## config.mk

```make
export PLATFORM = sky130hd
export DESIGN_NAME = quicksort_middle_pivot_top
export DESIGN_NICKNAME = d
export VERILOG_FILES = /design/src/rtl/qsmp_pkg.sv /design/src/rtl/qsmp_ram.sv /design/src/rtl/qsmp_ctrl.sv /design/src/rtl/qsmp_dp.sv /design/src/rtl/quicksort_middle_pivot_top.sv
export SDC_FILE = /design/constraint.sdc
export NUM_CORES = 2
export LEC_CHECK = 0
export BUFFER_PORTS_ARGS = -buffer_cell sky130_fd_sc_hd__buf_2
export CAP_MARGIN = 10
export CORE_UTILIZATION = 45
export DETAILED_ROUTE_END_ITERATION = 8
export PLACE_DENSITY_LB_ADDON = 0.25
export REMOVE_ABC_BUFFERS = 1
export SETUP_SLACK_MARGIN = 0.3
export SLEW_MARGIN = 5
export SYNTH_ARGS = -nofsm -noshare
export SYNTH_HDL_FRONTEND = slang
export SYNTH_SLANG_ARGS = --single-unit
```

## constraint.sdc

```tcl
create_clock -name i_clk -period 5.25 [get_ports i_clk]
set_input_delay 0.525 -clock i_clk [delete_from_list [all_inputs] [get_ports i_clk]]
set_output_delay 0.525 -clock i_clk [all_outputs]
set_load 0.03 [all_outputs]
```

## src/rtl/qsmp_pkg.sv

```systemverilog
// Shared types and codes for the middle-pivot quicksort block.
// Used by the controller, the datapath, the top level and the port checker.
package qsmp_pkg;

    // Input transaction: one element of the set, with the end-of-set mark.
    typedef struct packed {
        logic signed [31:0] value;
        logic               last;
    } t_in;

    // Output transaction: one element in ascending order.
    typedef struct packed {
        logic signed [31:0] sorted_value;
        logic               final_res;
        logic               overflowed;
    } t_out;

    // Element store address selects.
    localparam logic [2:0] A_CNT = 3'd0;
    localparam logic [2:0] A_MID = 3'd1;
    localparam logic [2:0] A_HI  = 3'd2;
    localparam logic [2:0] A_J   = 3'd3;
    localparam logic [2:0] A_I   = 3'd4;
    localparam logic [2:0] A_K   = 3'd5;

    // Element store write data selects.
    localparam logic [1:0] D_IN  = 2'd0;
    localparam logic [1:0] D_RD  = 2'd1;
    localparam logic [1:0] D_VJ  = 2'd2;
    localparam logic [1:0] D_PIV = 2'd3;

    // Range stack operations.
    localparam logic [2:0] SK_NONE  = 3'd0;
    localparam logic [2:0] SK_INIT  = 3'd1;
    localparam logic [2:0] SK_POP   = 3'd2;
    localparam logic [2:0] SK_PUSHL = 3'd3;
    localparam logic [2:0] SK_PUSHR = 3'd4;

    // Commands from the controller to the datapath.
    typedef struct packed {
        logic       load;
        logic       st_re;
        logic [2:0] st_ra;
        logic       st_we;
        logic [2:0] st_wa;
        logic [1:0] st_wd;
        logic [2:0] sk_op;
        logic       range_ld;
        logic       piv_ld;
        logic       vj_ld;
        logic       ij_init;
        logic       i_inc;
        logic       j_inc;
        logic       k_clr;
        logic       k_inc;
        logic       out_ld;
    } t_cmd;

    // Status from the datapath to the controller.
    typedef struct packed {
        logic sp_zero;
        logic rng_skip;
        logic j_eq_hi;
        logic i_eq_j;
        logic i_eq_hi;
        logic le_piv;
        logic push_l_ok;
        logic push_r_ok;
        logic k_last;
        logic out_free;
    } t_sts;

endpackage

```

## src/rtl/qsmp_ram.sv

```systemverilog
// Generic single-write, single-read RAM with a registered read port.
// No dependencies.
module qsmp_ram #(
    parameter int W = 32,
    parameter int D = 64,
    localparam int AW = $clog2(D)
) (
    input  logic          i_clk,
    input  logic          i_we,
    input  logic [AW-1:0] i_waddr,
    input  logic [W-1:0]  i_wdata,
    input  logic          i_re,
    input  logic [AW-1:0] i_raddr,
    output logic [W-1:0]  o_rdata
);

    logic [W-1:0] r_mem [D];
    logic [W-1:0] r_rdata;

    // Write port.
    always_ff @(posedge i_clk) begin
        if (i_we) begin
            r_mem[i_waddr] <= i_wdata;
        end
    end

    // Read port; the data holds until the next read.
    always_ff @(posedge i_clk) begin
        if (i_re) begin
            r_rdata <= r_mem[i_raddr];
        end
    end

    assign o_rdata = r_rdata;

endmodule

```

## src/rtl/qsmp_ctrl.sv

```systemverilog
// Sequencer for loading, partitioning and emitting the sorted set.
// Depends on qsmp_pkg for the command and status structs and select codes.
module qsmp_ctrl (
    input  logic            i_clk,
    input  logic            i_rst_n,
    input  logic            i_in_valid,
    input  logic            i_in_last,
    output logic            o_in_ready,
    input  qsmp_pkg::t_sts  i_sts,
    output qsmp_pkg::t_cmd  o_cmd
);
    import qsmp_pkg::*;

    localparam logic [4:0] S_LOAD  = 5'd0;
    localparam logic [4:0] S_INIT  = 5'd1;
    localparam logic [4:0] S_POP   = 5'd2;
    localparam logic [4:0] S_RANGE = 5'd3;
    localparam logic [4:0] S_MRD   = 5'd4;
    localparam logic [4:0] S_HRD   = 5'd5;
    localparam logic [4:0] S_MWR   = 5'd6;
    localparam logic [4:0] S_HWR   = 5'd7;
    localparam logic [4:0] S_JRD   = 5'd8;
    localparam logic [4:0] S_JCMP  = 5'd9;
    localparam logic [4:0] S_IWR   = 5'd10;
    localparam logic [4:0] S_JWR   = 5'd11;
    localparam logic [4:0] S_FRD   = 5'd12;
    localparam logic [4:0] S_FW1   = 5'd13;
    localparam logic [4:0] S_FW2   = 5'd14;
    localparam logic [4:0] S_PUSHL = 5'd15;
    localparam logic [4:0] S_PUSHR = 5'd16;
    localparam logic [4:0] S_ERD   = 5'd17;
    localparam logic [4:0] S_EOUT  = 5'd18;

    logic [4:0] r_state;
    logic [4:0] n_state;
    t_cmd       w_cmd;

    // State register.
    always_ff @(posedge i_clk) begin
        if (!i_rst_n) begin
            r_state <= S_LOAD;
        end else begin
            r_state <= n_state;
        end
    end

    // Next state and commands.
    always_comb begin
        n_state = r_state;
        w_cmd   = '0;
        w_cmd.st_ra = A_K;
        w_cmd.st_wa = A_CNT;
        w_cmd.st_wd = D_IN;
        w_cmd.sk_op = SK_NONE;
        case (r_state)
            S_LOAD: begin
                if (i_in_valid) begin
                    w_cmd.load = 1'b1;
                    if (i_in_last) begin
                        n_state = S_INIT;
                    end
                end
            end
            S_INIT: begin
                w_cmd.sk_op = SK_INIT;
                w_cmd.k_clr = 1'b1;
                n_state     = S_POP;
            end
            S_POP: begin
                if (i_sts.sp_zero) begin
                    n_state = S_ERD;
                end else begin
                    w_cmd.sk_op = SK_POP;
                    n_state     = S_RANGE;
                end
            end
            S_RANGE: begin
                w_cmd.range_ld = 1'b1;
                n_state = i_sts.rng_skip ? S_POP : S_MRD;
            end
            S_MRD: begin
                w_cmd.st_re = 1'b1;
                w_cmd.st_ra = A_MID;
                n_state     = S_HRD;
            end
            S_HRD: begin
                w_cmd.piv_ld = 1'b1;
                w_cmd.st_re  = 1'b1;
                w_cmd.st_ra  = A_HI;
                n_state      = S_MWR;
            end
            S_MWR: begin
                w_cmd.st_we = 1'b1;
                w_cmd.st_wa = A_MID;
                w_cmd.st_wd = D_RD;
                n_state     = S_HWR;
            end
            S_HWR: begin
                w_cmd.st_we   = 1'b1;
                w_cmd.st_wa   = A_HI;
                w_cmd.st_wd   = D_PIV;
                w_cmd.ij_init = 1'b1;
                n_state       = S_JRD;
            end
            S_JRD: begin
                if (i_sts.j_eq_hi) begin
                    n_state = S_FRD;
                end else begin
                    w_cmd.st_re = 1'b1;
                    w_cmd.st_ra = A_J;
                    n_state     = S_JCMP;
                end
            end
            S_JCMP: begin
                w_cmd.vj_ld = 1'b1;
                if (i_sts.le_piv && i_sts.i_eq_j) begin
                    w_cmd.i_inc = 1'b1;
                    w_cmd.j_inc = 1'b1;
                    n_state     = S_JRD;
                end else if (i_sts.le_piv) begin
                    w_cmd.st_re = 1'b1;
                    w_cmd.st_ra = A_I;
                    n_state     = S_IWR;
                end else begin
                    w_cmd.j_inc = 1'b1;
                    n_state     = S_JRD;
                end
            end
            S_IWR: begin
                w_cmd.st_we = 1'b1;
                w_cmd.st_wa = A_J;
                w_cmd.st_wd = D_RD;
                n_state     = S_JWR;
            end
            S_JWR: begin
                w_cmd.st_we = 1'b1;
                w_cmd.st_wa = A_I;
                w_cmd.st_wd = D_VJ;
                w_cmd.i_inc = 1'b1;
                w_cmd.j_inc = 1'b1;
                n_state     = S_JRD;
            end
            S_FRD: begin
                if (i_sts.i_eq_hi) begin
                    n_state = S_PUSHL;
                end else begin
                    w_cmd.st_re = 1'b1;
                    w_cmd.st_ra = A_I;
                    n_state     = S_FW1;
                end
            end
            S_FW1: begin
                w_cmd.st_we = 1'b1;
                w_cmd.st_wa = A_HI;
                w_cmd.st_wd = D_RD;
                n_state     = S_FW2;
            end
            S_FW2: begin
                w_cmd.st_we = 1'b1;
                w_cmd.st_wa = A_I;
                w_cmd.st_wd = D_PIV;
                n_state     = S_PUSHL;
            end
            S_PUSHL: begin
                if (i_sts.push_l_ok) begin
                    w_cmd.sk_op = SK_PUSHL;
                end
                n_state = S_PUSHR;
            end
            S_PUSHR: begin
                if (i_sts.push_r_ok) begin
                    w_cmd.sk_op = SK_PUSHR;
                end
                n_state = S_POP;
            end
            S_ERD: begin
                w_cmd.st_re = 1'b1;
                w_cmd.st_ra = A_K;
                n_state     = S_EOUT;
            end
            S_EOUT: begin
                if (i_sts.out_free) begin
                    w_cmd.out_ld = 1'b1;
                    if (i_sts.k_last) begin
                        n_state = S_LOAD;
                    end else begin
                        w_cmd.k_inc = 1'b1;
                        n_state     = S_ERD;
                    end
                end
            end
            default: begin
                n_state = S_LOAD;
            end
        endcase
    end

    assign o_in_ready = (r_state == S_LOAD);
    assign o_cmd      = w_cmd;

endmodule

```

## src/rtl/qsmp_dp.sv

```systemverilog
// Datapath: element store, range stack, partition indexes and output register.
// Depends on qsmp_pkg and qsmp_ram.
module qsmp_dp #(
    parameter int MAX_ELEMENTS = 64
) (
    input  logic            i_clk,
    input  logic            i_rst_n,
    input  qsmp_pkg::t_cmd  i_cmd,
    output qsmp_pkg::t_sts  o_sts,
    input  qsmp_pkg::t_in   i_in_data,
    output logic            o_out_valid,
    input  logic            i_out_ready,
    output qsmp_pkg::t_out  o_out_data
);
    import qsmp_pkg::*;

    localparam int IW = $clog2(MAX_ELEMENTS);
    localparam int CW = IW + 1;
    localparam int SW = 2 * IW;
    localparam logic [CW-1:0] CNT_MAX = CW'(MAX_ELEMENTS);
    localparam logic [CW-1:0] ONE     = CW'(1);
    localparam logic [CW-1:0] TWO     = CW'(2);

    logic [CW-1:0] r_cnt;
    logic          r_drop;
    logic [IW-1:0] r_lo;
    logic [IW-1:0] r_hi;
    logic [IW-1:0] r_i;
    logic [IW-1:0] r_j;
    logic [IW-1:0] r_k;
    logic [31:0]   r_piv;
    logic [31:0]   r_vj;
    logic [CW-1:0] r_sp;
    logic          r_out_vld;
    t_out          r_out;

    logic [31:0]   w_st_rdata;
    logic [IW-1:0] w_st_raddr;
    logic [IW-1:0] w_st_waddr;
    logic [31:0]   w_st_wdata;
    logic          w_st_we;
    logic          w_room;

    logic [SW-1:0] w_sk_rdata;
    logic [SW-1:0] w_sk_wdata;
    logic [IW-1:0] w_sk_waddr;
    logic [IW-1:0] w_sk_raddr;
    logic          w_sk_we;
    logic          w_sk_re;
    logic          w_sk_room;
    logic [IW-1:0] w_rd_lo;
    logic [IW-1:0] w_rd_hi;

    logic [CW-1:0] w_span;
    logic [CW-1:0] w_mid_full;
    logic [IW-1:0] w_mid;
    logic [CW-1:0] w_n_m1;
    logic          w_k_last;
    logic          w_out_free;

    // Middle index of the current range: lo + size / 2.
    assign w_span     = {1'b0, r_hi} - {1'b0, r_lo} + ONE;
    assign w_mid_full = {1'b0, r_lo} + (w_span >> 1);
    assign w_mid      = w_mid_full[IW-1:0];
    assign w_n_m1     = r_cnt - ONE;
    assign w_room     = (r_cnt < CNT_MAX);

    // Element store address and data selection.
    always_comb begin
        case (i_cmd.st_ra)
            A_MID:   w_st_raddr = w_mid;
            A_HI:    w_st_raddr = r_hi;
            A_J:     w_st_raddr = r_j;
            A_I:     w_st_raddr = r_i;
            default: w_st_raddr = r_k;
        endcase
        case (i_cmd.st_wa)
            A_MID:   w_st_waddr = w_mid;
            A_HI:    w_st_waddr = r_hi;
            A_J:     w_st_waddr = r_j;
            A_I:     w_st_waddr = r_i;
            default: w_st_waddr = r_cnt[IW-1:0];
        endcase
        case (i_cmd.st_wd)
            D_RD:    w_st_wdata = w_st_rdata;
            D_VJ:    w_st_wdata = r_vj;
            D_PIV:   w_st_wdata = r_piv;
            default: w_st_wdata = i_in_data.value;
        endcase
    end

    // Loading writes only while the store has room.
    assign w_st_we = i_cmd.st_we || (i_cmd.load && w_room);

    qsmp_ram #(.W(32), .D(MAX_ELEMENTS)) u_store (
        .i_clk   (i_clk),
        .i_we    (w_st_we),
        .i_waddr (w_st_waddr),
        .i_wdata (w_st_wdata),
        .i_re    (i_cmd.st_re),
        .i_raddr (w_st_raddr),
        .o_rdata (w_st_rdata)
    );

    function automatic logic [IW-1:0] w_n_sp_m1(input logic [CW-1:0] sp);
        logic [CW-1:0] t;
        t = sp - ONE;
        return t[IW-1:0];
    endfunction

    // Range stack: entries hold {lo, hi} with inclusive bounds.
    assign w_sk_room  = (r_sp < CNT_MAX);
    assign w_sk_raddr = w_n_sp_m1(r_sp);
    assign w_sk_re    = (i_cmd.sk_op == SK_POP);
    assign w_rd_lo    = w_sk_rdata[SW-1:IW];
    assign w_rd_hi    = w_sk_rdata[IW-1:0];

    always_comb begin
        w_sk_we    = 1'b0;
        w_sk_waddr = r_sp[IW-1:0];
        w_sk_wdata = {r_lo, r_hi};
        case (i_cmd.sk_op)
            SK_INIT: begin
                w_sk_we    = (r_cnt >= TWO);
                w_sk_waddr = '0;
                w_sk_wdata = {{IW{1'b0}}, w_n_m1[IW-1:0]};
            end
            SK_PUSHL: begin
                w_sk_we    = w_sk_room;
                w_sk_wdata = {r_lo, r_i - IW'(1)};
            end
            SK_PUSHR: begin
                w_sk_we    = w_sk_room;
                w_sk_wdata = {r_i + IW'(1), r_hi};
            end
            default: begin
                w_sk_we = 1'b0;
            end
        endcase
    end

    qsmp_ram #(.W(SW), .D(MAX_ELEMENTS)) u_stack (
        .i_clk   (i_clk),
        .i_we    (w_sk_we),
        .i_waddr (w_sk_waddr),
        .i_wdata (w_sk_wdata),
        .i_re    (w_sk_re),
        .i_raddr (w_sk_raddr),
        .o_rdata (w_sk_rdata)
    );

    // Stack depth.
    always_ff @(posedge i_clk) begin
        if (!i_rst_n) begin
            r_sp <= '0;
        end else begin
            case (i_cmd.sk_op)
                SK_INIT:  r_sp <= (r_cnt >= TWO) ? ONE : '0;
                SK_POP:   r_sp <= r_sp - ONE;
                SK_PUSHL: r_sp <= w_sk_room ? r_sp + ONE : r_sp;
                SK_PUSHR: r_sp <= w_sk_room ? r_sp + ONE : r_sp;
                default:  r_sp <= r_sp;
            endcase
        end
    end

    // Element count and overflow flag; both clear once the set is emitted.
    always_ff @(posedge i_clk) begin
        if (!i_rst_n) begin
            r_cnt  <= '0;
            r_drop <= 1'b0;
        end else if (i_cmd.out_ld && w_k_last) begin
            r_cnt  <= '0;
            r_drop <= 1'b0;
        end else if (i_cmd.load) begin
            if (w_room) begin
                r_cnt <= r_cnt + ONE;
            end else begin
                r_drop <= 1'b1;
            end
        end
    end

    // Range bounds, partition indexes, pivot and scanned value.
    always_ff @(posedge i_clk) begin
        if (i_cmd.range_ld) begin
            r_lo <= w_rd_lo;
            r_hi <= w_rd_hi;
        end
        if (i_cmd.piv_ld) begin
            r_piv <= w_st_rdata;
        end
        if (i_cmd.vj_ld) begin
            r_vj <= w_st_rdata;
        end
        if (i_cmd.ij_init) begin
            r_i <= r_lo;
        end else if (i_cmd.i_inc) begin
            r_i <= r_i + IW'(1);
        end
        if (i_cmd.ij_init) begin
            r_j <= r_lo;
        end else if (i_cmd.j_inc) begin
            r_j <= r_j + IW'(1);
        end
        if (i_cmd.k_clr) begin
            r_k <= '0;
        end else if (i_cmd.k_inc) begin
            r_k <= r_k + IW'(1);
        end
    end

    // Output register.
    assign w_k_last   = ({1'b0, r_k} == w_n_m1);
    assign w_out_free = !r_out_vld || i_out_ready;

    always_ff @(posedge i_clk) begin
        if (!i_rst_n) begin
            r_out_vld <= 1'b0;
        end else if (i_cmd.out_ld) begin
            r_out_vld <= 1'b1;
        end else if (i_out_ready) begin
            r_out_vld <= 1'b0;
        end
    end

    always_ff @(posedge i_clk) begin
        if (i_cmd.out_ld) begin
            r_out.sorted_value <= w_st_rdata;
            r_out.final_res    <= w_k_last;
            r_out.overflowed   <= r_drop;
        end
    end

    assign o_out_valid = r_out_vld;
    assign o_out_data  = r_out;

    // Status toward the controller.
    always_comb begin
        o_sts.sp_zero   = (r_sp == '0);
        o_sts.rng_skip  = (w_rd_lo >= w_rd_hi) || ({1'b0, w_rd_hi} >= r_cnt);
        o_sts.j_eq_hi   = (r_j == r_hi);
        o_sts.i_eq_j    = (r_i == r_j);
        o_sts.i_eq_hi   = (r_i == r_hi);
        o_sts.le_piv    = ($signed(w_st_rdata) <= $signed(r_piv));
        o_sts.push_l_ok = ({1'b0, r_i} > ({1'b0, r_lo} + ONE));
        o_sts.push_r_ok = (({1'b0, r_i} + ONE) < {1'b0, r_hi});
        o_sts.k_last    = w_k_last;
        o_sts.out_free  = w_out_free;
    end

endmodule

```

## src/rtl/quicksort_middle_pivot_top.sv

```systemverilog
// Quicksort block with middle-element pivot: elements load one per transaction,
// one cycle each, until a transaction marked last; elements beyond MAX_ELEMENTS
// are dropped and every result of that set is marked overflowed. The set is then
// sorted in place in a single-read, single-write element RAM, with pending
// ranges on a stack RAM. The element RAM port paces the work: each element scanned
// in a partition takes a read and a compare, plus two writes when it is swapped,
// and each range adds a pop, a pivot swap and its pushes. Results then leave in
// ascending signed order, each read from the element RAM before it enters the
// output register, the last one marked final_res; the input is not ready from
// the last transaction until the final result is in the output register. No
// clearing pass follows reset.
// Depends on qsmp_pkg, qsmp_ctrl, qsmp_dp and qsmp_ram.
module quicksort_middle_pivot_top #(
    parameter int MAX_ELEMENTS = 64
) (
    input  logic           i_clk,
    input  logic           i_rst_n,
    input  logic           i_in_valid,
    output logic           o_in_ready,
    input  qsmp_pkg::t_in  i_in_data,
    output logic           o_out_valid,
    input  logic           i_out_ready,
    output qsmp_pkg::t_out o_out_data
);
    import qsmp_pkg::*;

    t_cmd w_cmd;
    t_sts w_sts;

    // Sequencer.
    qsmp_ctrl u_ctrl (
        .i_clk      (i_clk),
        .i_rst_n    (i_rst_n),
        .i_in_valid (i_in_valid),
        .i_in_last  (i_in_data.last),
        .o_in_ready (o_in_ready),
        .i_sts      (w_sts),
        .o_cmd      (w_cmd)
    );

    // Storage and arithmetic.
    qsmp_dp #(.MAX_ELEMENTS(MAX_ELEMENTS)) u_dp (
        .i_clk       (i_clk),
        .i_rst_n     (i_rst_n),
        .i_cmd       (w_cmd),
        .o_sts       (w_sts),
        .i_in_data   (i_in_data),
        .o_out_valid (o_out_valid),
        .i_out_ready (i_out_ready),
        .o_out_data  (o_out_data)
    );

endmodule

```

==> metrics <==
sequential element share of the synthesized area=74.6%; Clk pwr share=about a third; initial antenna violation count=23; vias in the first global route=just over 70000; CTS root buffer=clkbuf_16; Tot GR Track Use=26.8%; Cell Area, Placed=roughly 130000 sq um; post-DP HPWL=about 230 mm; area leader, netlist=edfxtp_1; Yosys cell types=91; Pint=approximately 44 mW; Clock Skew=62.2 ps; main combinational cell family by area after synthesis=simple AND/OR/NAND/NOR gates; GRT met3 Usage=under 10%; type of origin of the critical path=flip-flop; endpoints failing setup=2; Multi-input gate area=roughly 31000 sq um; WL final=about 370 mm; clock latency on the worst-skew pair=890 ps; DR iter-0 viols=about 11000; Worst Hold End=u_ctrl.r_state[1]$_SDFFE_PN0P_; status=finished with violations; sequential power share=between 40% and 50%; Final Cell Area=~150000 sq um; Max-Cap Viols=0; Async S/R FF share, synth=0%; Setup WS post-layout=-396 ps; Fillers=20700; io pins=73; busiest metal layer after global routing=met2; first-pass GRT wire length=between 500 and 600 mm; drt wl/cell=between 20 and 30 um; met1 usage=38.3%; met2 GRT Util=between 40% and 50%; post-synthesis mux area share=around 6.8%; RSZ-0062 raised after global routing=true; fin crit period=around 5600 ps; synth warn=0; first drt pass iteration count=9; layout cells sized above 1=between 20% and 30%; total grt overflow=0; Max VDD drop=roughly 0.25 mV; Final Hold Violating Endpoints=0; Slew Limit Headroom=a little over a tenth; leakage=49.1 nW; Die Y=520 um; cells after synthesis=just under 8000; total chip power=about 62 mW; Hold Crit Class=primary input to flip-flop; switching share of power=approximately 28%; max-slew violations=0; Reg2Reg Depth=18; Worst Tran Pin Value=~1300 ps; CP max FO=17; GPL Wtd Cong=between 0.9 and 1; largest net degree at the start of global routing=83; CTS tree=yes; post-route ant nets=0; placeable core area=266000 sq um; Critical Path RT=a little under 6000 ps; Synth Area in Adders=less than 1%; Chip Width=between 500 and 600 um; min-delay src=i_rst_n; reg2reg end=u_dp.u_store.o_rdata[31]$_DFFE_PP_; number of buffers added on ports=72; clk slew on worst S/H paths=roughly 60 ps; post-synthesis compound-gate area fraction=5.05%; nature of the critical path endpoint=flip-flop; Cell Area, Synth=roughly 120000 sq um; register area=90100 sq um; Post-Synth XOR/XNOR Area=0.508%; cell row count=between 150 and 200; Synth top area share=74.2%; Final period util=108%; Nets=approximately 9000; number of synthesized register bits=roughly 3000; CP Data Arrival Time=~6300 ps; NetSw=between 15 and 20 mW; CTS max path bufs=4; DRC Markers=6; Synth area leaders=edfxtp_1 74%, nand2_1 5.4%, mux4_2 5.1%; Gate power share=about a fifth; Top FF cell, synth=edfxtp_1; r2r startpoint=u_dp.r_lo[1]$_DFFE_PP_; Pwr per Cell Area=424 nW/um^2; vias=75500; failing checks=DRC, setup timing; die area=270000 sq um; max frequency=177 MHz; Setup crit start=u_dp.r_lo[1]$_DFFE_PP_; Initial Util=between 40% and 50%; mean post-synth cell area=between 15 and 20 sq um; Synth Area in Simple Gates=around a tenth; Syn-to-layout area delta=20.6%; CP Class=flip-flop to flip-flop; EDFF count, synth=between 2000 and 3000; R2R setup slack=-400 ps; H-tree levels=5; drt via density=just over 6; CTS buffer count=307; Hold Crit Depth=2; TritonCTS Sinks=~3000
-- synthesized netlist by cell type (47+ instances only) --
| cell type | instances |
|---|---|
| edfxtp_1 | 2982 |
| nand2_1 | 1746 |
| nand3_1 | 469 |
| mux4_2 | 274 |
| nor2_1 | 246 |
| buf_2 | 209 |
| mux2i_1 | 193 |
| clkbuf_1 | 176 |
| a31oi_1 | 173 |
| and3_1 | 144 |
| a21oi_1 | 114 |
| a311oi_1 | 113 |
| inv_1 | 81 |
| ha_1 | 80 |
| nand4_1 | 79 |
| o22ai_1 | 72 |
| o21ai_0 | 64 |
| a32oi_1 | 47 |
-- timing repair --
item / 4_1_cts / 5_1_grt
gates cloned: 18 / 7
resized for setup: 275 / 153
pin swaps: 88 / 72
endpoints found under the setup margin: 32 / 56
setup buffers: 54 / 23
hold endpoints to repair: 1 / 0
hold buffers: 1 / 0
-- worst max path at each step --
stage | endpoint | slack (ps)
final | u_dp.u_store.o_rdata[31]$_DFFE_PP_ | -400
after detailed placement | u_dp.u_store.o_rdata[31]$_DFFE_PP_ | -710
after CTS | u_dp.u_store.o_rdata[31]$_DFFE_PP_ | -260
after global placement | u_dp.u_store.o_rdata[31]$_DFFE_PP_ | -670
after global routing | u_dp.u_store.o_rdata[31]$_DFFE_PP_ | -480
after floorplan | u_dp.u_store.o_rdata[18]$_DFFE_PP_ | -29940
-- power by group through the flow --
| stage | registers, mW | logic, mW | clock network, mW |
|---|---|---|---|
| floorplan | 28.6 | 6.51 | 0 |
| global placement | 28.4 | 10.7 | 0 |
| detailed placement | 28.4 | 10.9 | 0 |
| CTS | 27.9 | 11.7 | 21.8 |
| global route | 27.9 | 12.8 | 22.6 |
| finish | 27.9 | 12.2 | 21.6 |
-- per-layer routing --
metal  wire length, um  vias to the layer above  part of all wire [%]
li1                  -                    31800                     -
met1            149000                    38700                    40
met2            168000                     4381                    46
met3             37600                      674                    10
met4             14600                        8                   4.0
met5                60                        -                 0.016
-- worst max-delay path, stage by stage (launching register included) --
cell and delay [ps]:
edfxtp_1 430, ha_4 290, inv_2 40, ha_4 150
fa_2 560, inv_2 40, fa_2 560, nor2_2 40
a221o_1 280, or3_4 400, o221a_4 340, buf_12 170
buf_4 210, nand2_1 190, buf_4 220, a31oi_1 60
o211ai_1 130, nand4_1 760, o22a_1 510
-- kinds of logic (layout without fill, tap and decap cells) --
| group | count (synthesis) | count (layout) |
|---|---|---|
| and+or+nand+nor | 2812 | 2812 |
| DFF | 3009 | 3009 |
| adders and majority gates | 82 | 82 |
| AOI/OAI and AO/OA | 843 | 843 |
| xor gates and xnor gates | 70 | 70 |
| buffers and inverters | 560 | 1576 |
| muxes | 473 | 473 |
| other | 0 | 6 |
-- stage by stage --
stage               utilization (%)  setup TNS, ps  hold slack, ps  std cells  setup WS, ps
global route                   54.7          -1170            92.1      12400          -477
detailed placement             49.7          -4370             436      11700          -711
finish                         54.7           -489             112      12400          -396
global placement               49.7          -3760             439      11700          -674
CTS                            54.3           -262            39.0      12400          -262
floorplan                         -       -4633200             409       7371        -29940
-- cell usage in the layout, fill, tap and decap left out, drive strengths merged, types with 22 or more instances in the layout --
| master | count |
|---|---|
| nor2b | 22 |
| clkinv | 137 |
| clkbuf | 376 |
| o22ai | 72 |
| a311oi | 115 |
| a31oi | 174 |
| xor2 | 34 |
| nor2 | 247 |
| nand4 | 79 |
| nor3 | 32 |
| o211ai | 33 |
| mux2i | 193 |
| nand2 | 1749 |
| mux4 | 274 |
| dfxtp | 27 |
| a21oi | 114 |
| and3 | 144 |
| o221ai | 25 |
| edfxtp | 2982 |
| buf | 928 |
| bufinv | 26 |
| inv | 92 |
| o2111ai | 27 |
| ha | 80 |
| xnor2 | 36 |
| a32oi | 47 |
| o21ai | 69 |
| nand3 | 469 |
-- sequential cells by signal, indices dropped and copies added, names as in the netlist, 7 cells and up --
name                  count
u_dp.o_out_data          34
u_dp.r_piv               32
u_dp.u_stack.r_mem      768
u_dp.r_cnt                7
u_dp.u_store.o_rdata     32
u_dp.r_vj                32
u_dp.u_stack.o_rdata     12
u_dp.r_sp                 7
u_dp.u_store.r_mem     2048
-- layout make-up --
class | instances | share of cell area, %
Multi-Input combinational cell | 4280 | 21.0
Tap cell | 3533 | 3.04
Antenna cell | 6 | 0.0103
Clock buffer | 370 | 5.58
Sequential cell | 3009 | 61.9
Timing Repair Buffer | 946 | 7.10
Inverter | 82 | 0.212
Clock inverter | 178 | 1.12
Note: power is estimated with default switching activity, not from simulation.
